## config.mk

```make
export PLATFORM = sky130hd
export DESIGN_NAME = sort_and_median_top_flat
export DESIGN_NICKNAME = d
export VERILOG_FILES = /design/src/rtl/sam_pkg.sv /design/src/rtl/sam_if.sv /design/src/rtl/sam_cell.sv /design/src/rtl/sam_chain.sv /design/src/rtl/sort_and_median_top.sv /design/src/flat_wrapper.sv
export SDC_FILE = /design/constraint.sdc
export NUM_CORES = 2
export LEC_CHECK = 0
export BUFFER_PORTS_ARGS = -buffer_cell sky130_fd_sc_hd__buf_2
export CAP_MARGIN = 40
export CORE_UTILIZATION = 63
export DETAILED_ROUTE_END_ITERATION = 7
export GPL_ROUTABILITY_DRIVEN = 0
export PLACE_DENSITY = 0.8
export SLEW_MARGIN = 20
export SYNTH_ARGS = -nofsm -noshare
export SYNTH_HDL_FRONTEND = slang
export SYNTH_HIERARCHICAL = 1
export SYNTH_SLANG_ARGS = --single-unit
```

## constraint.sdc

```tcl
create_clock -name clk -period 10.53 [get_ports clk]
set_clock_uncertainty 0.1 [all_clocks]
set_input_delay 0.5265 -clock clk [delete_from_list [all_inputs] [get_ports clk]]
set_output_delay 0.5265 -clock clk [all_outputs]
set_load 0.01 [all_outputs]
```

## src/rtl/sam_pkg.sv

```systemverilog
package sam_pkg;

	// Number of cells in the sorting chain, which is also the most samples in one set.
	localparam int DEPTH = 32;
	// Width of one signed Q16.16 sample.
	localparam int SAMPLE_W = 32;
	// Sample count, able to hold DEPTH itself.
	localparam int CNT_W = $clog2(DEPTH + 1);
	// Index of one cell.
	localparam int IDX_W = $clog2(DEPTH);

	typedef logic signed [SAMPLE_W-1:0] sample_t;

	// Per-cycle command that is broadcast to every cell of the chain.
	typedef struct packed {
		logic insert;
		logic rotate;
		logic shift;
	} chain_ctrl_t;

endpackage

```

## src/rtl/sam_if.sv

```systemverilog
// Input channel: one sample word per handshake.
interface sam_in_if;
	import sam_pkg::*;

	logic    valid;
	logic    ready;
	sample_t sample;
	logic    last_sample;

	modport source (output valid, output sample, output last_sample, input ready);
	modport sink (input valid, input sample, input last_sample, output ready);
endinterface

// Output channel: one sorted word per handshake.
interface sam_out_if;
	import sam_pkg::*;

	logic    valid;
	logic    ready;
	sample_t sorted_sample;
	sample_t median_value;
	logic    last_result;
	logic    overflow;

	modport source (output valid, output sorted_sample, output median_value,
		output last_result, output overflow, input ready);
	modport sink (input valid, input sorted_sample, input median_value,
		input last_result, input overflow, output ready);
endinterface

```

## src/rtl/sam_cell.sv

```systemverilog
module sam_cell (
	input  logic                 clk,
	input  logic                 arst_n,
	input  sam_pkg::chain_ctrl_t ctrl,
	input  sam_pkg::sample_t     new_val,
	input  sam_pkg::sample_t     prev_val,
	input  logic                 prev_valid,
	input  logic                 prev_take,
	input  sam_pkg::sample_t     next_val,
	input  logic                 next_valid,
	output sam_pkg::sample_t     val,
	output logic                 valid,
	output logic                 take
);
	import sam_pkg::*;

	sample_t val_q;
	logic    valid_q;

	// The new word belongs at or before this cell when the cell is empty or holds a larger value.
	assign take  = !valid_q || (new_val < val_q);
	assign val   = val_q;
	assign valid = valid_q;

	// Valid flag: follows the neighbor on a move, and is set when the cell gains a value.
	always_ff @(posedge clk or negedge arst_n) begin
		if (!arst_n) begin
			valid_q <= 1'b0;
		end else if (ctrl.rotate || ctrl.shift) begin
			valid_q <= next_valid;
		end else if (ctrl.insert && take && (prev_valid || !prev_take)) begin
			valid_q <= 1'b1;
		end
	end

	// Value: on insert the first cell that takes stores the new word and the cells behind
	// it move up by one; on rotate or shift the value moves toward the head.
	always_ff @(posedge clk) begin
		if (ctrl.rotate || ctrl.shift) begin
			val_q <= next_val;
		end else if (ctrl.insert && take) begin
			if (prev_take && prev_valid) begin
				val_q <= prev_val;
			end else if (!prev_take) begin
				val_q <= new_val;
			end
		end
	end

endmodule

```

## src/rtl/sam_chain.sv

```systemverilog
module sam_chain (
	input  logic                 clk,
	input  logic                 arst_n,
	input  sam_pkg::chain_ctrl_t ctrl,
	input  sam_pkg::sample_t     new_val,
	output sam_pkg::sample_t     head_val
);
	import sam_pkg::*;

	sample_t vals   [DEPTH];
	logic    valids [DEPTH];
	logic    takes  [DEPTH];

	// Row of cells; cell 0 is the head and holds the smallest value.
	for (genvar i = 0; i < DEPTH; i++) begin : g_cell
		sample_t prev_val;
		logic    prev_valid;
		logic    prev_take;
		sample_t next_val;
		logic    next_valid;

		if (i == 0) begin : g_head
			assign prev_val   = '0;
			assign prev_valid = 1'b0;
			assign prev_take  = 1'b0;
		end else begin : g_body
			assign prev_val   = vals[i-1];
			assign prev_valid = valids[i-1];
			assign prev_take  = takes[i-1];
		end

		// The tail closes the ring on rotate and pulls in an empty slot on shift.
		if (i == DEPTH - 1) begin : g_tail
			assign next_val   = vals[0];
			assign next_valid = ctrl.rotate & valids[0];
		end else begin : g_mid
			assign next_val   = vals[i+1];
			assign next_valid = valids[i+1];
		end

		sam_cell u_cell (
			.clk        (clk),
			.arst_n     (arst_n),
			.ctrl       (ctrl),
			.new_val    (new_val),
			.prev_val   (prev_val),
			.prev_valid (prev_valid),
			.prev_take  (prev_take),
			.next_val   (next_val),
			.next_valid (next_valid),
			.val        (vals[i]),
			.valid      (valids[i]),
			.take       (takes[i])
		);
	end

	assign head_val = vals[0];

endmodule

```

## src/rtl/sort_and_median_top.sv

```systemverilog
// Each accepted sample is inserted into the sorted cell chain unless it is full, so loading runs
// at one word per cycle; the set is always sorted once the marked word is in.
// After the marked word, the chain rotates through all DEPTH cells to pick up the two middle
// values, ST_MED forms the median, and ST_OUT registers the first result.
// Results then leave one per cycle from the head cell while the receiver is ready.
// Reset clears the state, the sample count, the overflow flag and every cell's valid flag.
module sort_and_median_top (
	input  logic      clk,
	input  logic      arst_n,
	sam_in_if.sink    sample_ch,
	sam_out_if.source result_ch
);
	import sam_pkg::*;

	typedef enum logic [1:0] {
		ST_LOAD,
		ST_ROT,
		ST_MED,
		ST_OUT
	} state_t;

	state_t               state_q;
	logic [CNT_W-1:0]     count_q;
	logic [IDX_W-1:0]     rot_q;
	logic                 ovf_q;
	logic                 out_valid_q;
	sample_t              a_q;
	sample_t              b_q;
	sample_t              med_q;
	sample_t              out_sample_q;
	sample_t              out_median_q;
	logic                 out_last_q;
	logic                 out_ovf_q;

	chain_ctrl_t          ctrl;
	sample_t              head_val;
	logic                 in_fire;
	logic                 full;
	logic                 out_free;
	logic                 out_load;
	logic [CNT_W-1:0]     half;
	logic [CNT_W-1:0]     rot_ext;
	logic                 grab_a;
	logic                 grab_b;
	logic signed [SAMPLE_W:0] pair_sum;

	// Handshake and chain commands.
	assign sample_ch.ready = (state_q == ST_LOAD);
	assign in_fire         = sample_ch.valid && sample_ch.ready;
	assign full            = (count_q == CNT_W'(DEPTH));
	assign out_free        = !out_valid_q || result_ch.ready;
	assign out_load        = (state_q == ST_OUT) && (count_q != '0) && out_free;

	assign ctrl.insert = in_fire && !full;
	assign ctrl.rotate = (state_q == ST_ROT);
	assign ctrl.shift  = out_load;

	// During the rotation the head shows each cell in turn; catch the middle ones.
	assign half    = count_q >> 1;
	assign rot_ext = CNT_W'(rot_q);
	assign grab_b  = ctrl.rotate && (rot_ext == half);
	assign grab_a  = ctrl.rotate && ((rot_ext + CNT_W'(1)) == half);

	// Exact sum of the two middle values; dropping the low bit floors the half.
	assign pair_sum = {a_q[SAMPLE_W-1], a_q} + {b_q[SAMPLE_W-1], b_q};

	sam_chain u_chain (
		.clk      (clk),
		.arst_n   (arst_n),
		.ctrl     (ctrl),
		.new_val  (sample_ch.sample),
		.head_val (head_val)
	);

	// Sequencer: load, rotate, median, drain.
	always_ff @(posedge clk or negedge arst_n) begin
		if (!arst_n) begin
			state_q     <= ST_LOAD;
			count_q     <= '0;
			rot_q       <= '0;
			ovf_q       <= 1'b0;
			out_valid_q <= 1'b0;
		end else begin
			unique case (state_q)
				ST_LOAD: begin
					if (in_fire) begin
						if (full) begin
							ovf_q <= 1'b1;
						end else begin
							count_q <= count_q + CNT_W'(1);
						end
						if (sample_ch.last_sample) begin
							rot_q   <= '0;
							state_q <= ST_ROT;
						end
					end
				end
				ST_ROT: begin
					rot_q <= rot_q + IDX_W'(1);
					if (rot_q == IDX_W'(DEPTH - 1)) begin
						state_q <= ST_MED;
					end
				end
				ST_MED: begin
					state_q <= ST_OUT;
				end
				ST_OUT: begin
					if (out_load) begin
						count_q <= count_q - CNT_W'(1);
					end
					if (count_q == '0) begin
						ovf_q   <= 1'b0;
						state_q <= ST_LOAD;
					end
				end
				default: begin
					state_q <= ST_LOAD;
				end
			endcase

			if (out_load) begin
				out_valid_q <= 1'b1;
			end else if (result_ch.ready) begin
				out_valid_q <= 1'b0;
			end
		end
	end

	// Middle values, median and the output word.
	always_ff @(posedge clk) begin
		if (grab_a) begin
			a_q <= head_val;
		end
		if (grab_b) begin
			b_q <= head_val;
		end
		if (state_q == ST_MED) begin
			med_q <= count_q[0] ? b_q : pair_sum[SAMPLE_W:1];
		end
		if (out_load) begin
			out_sample_q <= head_val;
			out_median_q <= med_q;
			out_last_q   <= (count_q == CNT_W'(1));
			out_ovf_q    <= ovf_q;
		end
	end

	assign result_ch.valid         = out_valid_q;
	assign result_ch.sorted_sample = out_sample_q;
	assign result_ch.median_value  = out_median_q;
	assign result_ch.last_result   = out_last_q;
	assign result_ch.overflow      = out_ovf_q;

endmodule

```

## src/flat_wrapper.sv

```systemverilog
// flat-port wrapper written by rule: the top's interface ports become plain ports
module sort_and_median_top_flat import sam_pkg::*;
  (clk, arst_n, sample_ch_valid, sample_ch_sample, sample_ch_last_sample, sample_ch_ready, result_ch_valid, result_ch_sorted_sample, result_ch_median_value, result_ch_last_result, result_ch_overflow, result_ch_ready);
  sam_in_if sample_ch_i ();
  sam_out_if result_ch_i ();
  input  logic clk;
  input  logic arst_n;
  input wire logic [$bits(sample_ch_i.valid)-1:0] sample_ch_valid;
  input wire logic [$bits(sample_ch_i.sample)-1:0] sample_ch_sample;
  input wire logic [$bits(sample_ch_i.last_sample)-1:0] sample_ch_last_sample;
  output wire logic [$bits(sample_ch_i.ready)-1:0] sample_ch_ready;
  output wire logic [$bits(result_ch_i.valid)-1:0] result_ch_valid;
  output wire logic [$bits(result_ch_i.sorted_sample)-1:0] result_ch_sorted_sample;
  output wire logic [$bits(result_ch_i.median_value)-1:0] result_ch_median_value;
  output wire logic [$bits(result_ch_i.last_result)-1:0] result_ch_last_result;
  output wire logic [$bits(result_ch_i.overflow)-1:0] result_ch_overflow;
  input wire logic [$bits(result_ch_i.ready)-1:0] result_ch_ready;
  assign sample_ch_i.valid = sample_ch_valid;
  assign sample_ch_i.sample = sample_ch_sample;
  assign sample_ch_i.last_sample = sample_ch_last_sample;
  assign sample_ch_ready = sample_ch_i.ready;
  assign result_ch_valid = result_ch_i.valid;
  assign result_ch_sorted_sample = result_ch_i.sorted_sample;
  assign result_ch_median_value = result_ch_i.median_value;
  assign result_ch_last_result = result_ch_i.last_result;
  assign result_ch_overflow = result_ch_i.overflow;
  assign result_ch_i.ready = result_ch_ready;
  sort_and_median_top u_core (.clk(clk), .arst_n(arst_n), .sample_ch(sample_ch_i), .result_ch(result_ch_i));
endmodule
```

### Yosys cells after proc, flatten, opt, wreduce, memory -nomap -nowiden

Index checks and enable logic that the tools add are counted.

| operators by class | value |
|---|---|
| add/subtract/negate cells | 5 |
| order comparisons | 32 |
| equal/unequal tests | 46 |
| mux-type cells | 209 |
| bitwise logic cells | 1 |
| reductions and logical operators | 334 |

Operators by type and width:

| operator | number |
|---|---|
| $mux W32 | 127 |
| $lt A32 B32 Y1 | 32 |
| $reduce_bool A2 Y1 | 66 |
| $logic_and A1 B1 Y1 | 100 |
| $ne A3 B2 Y1 const B | 30 |
| $mux W1 | 69 |
| $logic_not A1 Y1 | 65 |
| $logic_or A1 B1 Y1 | 65 |
| $reduce_and A2 Y1 | 31 |
| $add A32 B32 Y33 | 1 |
| $mux W6 | 3 |
| $ne A2 B2 Y1 const B | 6 |
| $pmux W6 S2 | 1 |
| $reduce_and A4 Y1 | 3 |
| $mux W5 | 2 |
| $pmux W5 S2 | 1 |
| $mux W2 | 4 |
| $pmux W2 S4 | 1 |
| $add A5 B1 Y6 const B | 1 |
| $add A6 B1 Y6 const B | 1 |
| $eq A6 B1 Y1 const B | 1 |
| $eq A6 B5 Y1 | 1 |
| $eq A6 B6 Y1 const B | 1 |
| $logic_not A6 Y1 | 1 |
| 13 further kinds | 14 |

| word-level totals | value |
|---|---|
| register bits after elaboration | 1233 |
| bits of input ports | 37 |
| output and inout port bits | 68 |

### Longest topological paths before layout

| logic depth | value |
|---|---|
| depth after elaboration | 7 |
| gate-level depth with buffers | 12 |

### Modules after synthesis

Netlist, hierarchy kept.

By module, submodules not included:

| module | instances | cells each | area an instance (um^2) |
|---|---|---|---|
| sam_cell | 32 | 265 | 2528.7 |
| sort_and_median_top | 1 | 623 | 8072.7 |
| sam_chain | 1 | 2 | 10.0 |

### Worst setup path after synthesis

Ideal clock, no wire load.

| timing | value |
|---|---|
| kind | reg2reg |
| from | register u_core.rot_q[0] |
| to | register u_core.a_q[0] (enable) |
| library setup time | 0.594 ns |
| arrival | 6.463 ns |
| setup slack | 3.373 ns |
| stages on the path, launching flop included | 7 |
| path buffers | 0 |
| cells stage by stage | dfrtp_1 > ha_1 > and3_1 > ha_1 > xnor2_1 > nand4_1 > a2111oi_0 |

| between the ends | value |
|---|---|
| word-level cells in the longest chain between the ends | 3 |

RTL lines:

| item | line | text |
|---|---|---|
| from (decl) | sort_and_median_top.sv:24 | `logic [IDX_W-1:0] rot_q;` |
| from (signal assigned) | sort_and_median_top.sv:99 | `rot_q <= rot_q + IDX_W'(1);` |
| $add A5 B1 Y6 | sort_and_median_top.sv:62 | `assign grab_a = ctrl.rotate && ((rot_ext + CNT_W'(1)) == half);` |
| $eq A6 B5 Y1 | sort_and_median_top.sv:62 |  |
| $logic_and A1 B1 Y1 | sort_and_median_top.sv:62 |  |
| via u_core.grab_a | sort_and_median_top.sv:43 | `logic grab_a;` |
| to (signal assigned) | sort_and_median_top.sv:132 | `a_q <= head_val;` |
| to (decl) | sort_and_median_top.sv:27 | `sample_t a_q;` |

The timed path passes the listed nets, and every way through them passes these cells.
A chain may end at the register's enable or synchronous reset.

==> impl_metrics.py <==
metrics = {
    "run_status": {
        "status": "completed",
    },
    "floorplan": {
        "io_pins": 105,
        "initial_core_util_pct": 63.6,
        "fp-row-count": 137,
        "die_h_microns": 378,
        "core-area_sq_um": 140000,
        "die_x_microns": 378,
        "die_area_sq_um": 143000,
    },
    "worst_setup_path": {
        "r2r_cells": 11,
        "startpoint_type": "flip-flop",
        "setup.worst_path.end_class": "flip-flop",
        "arrival_ps": 5150,
        "cp.required_ps": 10890,
        "cp_max_fo": 69,
        "cp-startpoint": "u_core/count_q[0]",
        "worstSetupPathType": "flip-flop to flip-flop",
        "r2r_start": "u_core/count_q[0]",
    },
    "cts": {
        "cts_buffer_depth": 3,
        "cts_sinks": 1233,
        "cts_resized": 0,
        "cts_tree": "yes",
        "clock_latency_ps": 800,
        "path_clk_slew_ps": 60,
        "clock-root-buffer": "clkbuf_16",
        "h-tree-depth": 4,
        "numCtsBuffers": 138,
    },
    "hold_path": {
        "hp-class": "primary input to async pin",
    },
    "sta": {
        "period_minus_slack_ps": 4790,
        "post-route-period-util_pct": 45.5,
        "slew_viol_final": 0,
        "grt_setup_unrepaired": "false",
        "holdWs_ps": 129,
        "max_freq_ghz": 0.209,
        "tightest_slew_ps": 804,
        "max_slew_margin_pct": 46.2,
        "hold_viol": 0,
        "setup_violations": 0,
        "layout_setup_ws_ps": 5740,
        "tns_ps": 0,
    },
    "job": {
        "drv_cap": 0,
    },
    "global_routing": {
        "grt_pass1_wl_mm": 392,
        "grt_pass1_vias": 70700,
        "grt-ovfl-total": 0,
        "grt_max_degree": 70,
        "grt_usage_pct": 35.1,
        "antenna_found_initial": 8,
    },
    "cells_and_area": {
        "drive_gt1_share_pct": 8.33,
        "final_cell_mix": "nand2_1 (1477), edfxtp_1 (1186), o21ai_1 (1128)",
        "synthToLayoutAreaGrowth_pct": 8.48,
        "layout.nets": 10200,
        "fin_util_pct": 69.0,
        "fill_cells": 10300,
        "final_common_cell": "nand2_1",
        "final_area_sq_um": 96500,
    },
    "detailed_routing": {
        "routedWlPerCell_microns": 22.8,
        "drtIter0Drc": 8520,
        "postRouteWirelength_mm": 255,
        "via_per_inst": 6.44,
        "vias": 72000,
        "ant_nets": 0,
        "drc": 0,
        "first_pass_iters": 7,
    },
    "power_and_ir_drop": {
        "p_switching_uw": 14500,
        "p_per_area_nw_per_um2": 332,
        "clock_power_share_pct": 14.7,
        "combPwrFrac_pct": 45.7,
        "seqPwrFrac_pct": 39.6,
        "swShare_pct": 45.2,
        "p_int_uw": 17600,
        "p_leak_uw": 0.0482,
        "ir_drop_mv": 0.357,
    },
    "placed_design": {
        "preCtsSetupSlack_ps": 5440,
        "io_buffers": 104,
        "place_area_sq_um": 92100,
        "post-dp-hpwl_mm": 184,
    },
    "synth": {
        "synth_cells": 9103,
        "avgSynthCellArea_sq_um": 9.78,
        "synth_warnings": 6,
        "synth_area_sq_um": 89000,
    },
}
-- through the flow --
step | instances | total power, uW
after global routing | 11200 | 34000
after CTS | 11200 | 31600
final | 11200 | 32000
after floorplan | 9138 | 22000
after global placement | 10900 | 25700
after detailed placement | 10900 | 26700
-- critical path, stage by stage (launching register included) --
cell and delay (ps):
dfrtp_2 720, inv_2 260, ha_1 290, nand2_1 110
nand3_1 130, clkinv_2 570, or2_2 220, buf_4 530
nor2b_1 140, a21o_1 220, nor3b_2 660, buf_4 460
-- power by group through the flow --
stage / logic (uW) / registers [uW] / clock network [uW]
after CTS: 14300 / 12500 / 4770
after detailed placement: 14200 / 12600 / 0
final: 14600 / 12700 / 4730
after global placement: 13200 / 12500 / 0
after global routing: 16200 / 12800 / 4940
after floorplan: 10700 / 11300 / 0
-- per-layer routing --
metal,global-route usage [%],wire length [microns]
met1,45.0,99700
met2,55.8,116000
met3,6.68,24600
met4,19.4,14500
met5,0,126
-- layout make-up --
class                      instances  area (sq um)  area share, %
antenna                            2          5.00        0.00518
timing repair buffer             269          1970           2.04
sequential                      1233         36800           38.1
clock inverter                    78           666          0.690
tap                             1876          2350           2.43
multi-input combinational       6492         47200           48.9
inverter                        1042          3910           4.05
clock buffer                     176          3680           3.81
-- final timing paths --
kind                       slack, ps                                       end
max reg2reg                     5740  u_core/u_chain/g_cell[25].u_cell/val[13]
min in group clk                 130   u_core/u_chain/g_cell[24].u_cell/val[8]
max                             5740  u_core/u_chain/g_cell[25].u_cell/val[13]
max in group asynchronous       9550    u_core/u_chain/g_cell[10].u_cell/valid
min reg2reg                      320         u_core/result_ch.median_value[11]
min                              130    u_core/u_chain/g_cell[25].u_cell/valid
-- repair_timing --
action	in CTS	in global routing
hold buffers	3	0
hold endpoints to repair	49	0
buffers inserted	0	0
-- flip-flops by register name, indices dropped and copies added (netlist names) --
register / count
u_core/a_q: 32
u_core/b_q: 32
u_core/count_q: 6
u_core/med_q: 32
u_core/ovf_q: 1
u_core/result_ch.last_result: 1
u_core/result_ch.median_value: 32
u_core/result_ch.overflow: 1
u_core/result_ch.sorted_sample: 32
u_core/result_ch.valid: 1
u_core/rot_q: 5
u_core/state_q: 2
u_core/u_chain/g_cell.u_cell/val: 1024
u_core/u_chain/g_cell.u_cell/valid: 32
Note: power is estimated with default switching activity, not from simulation.
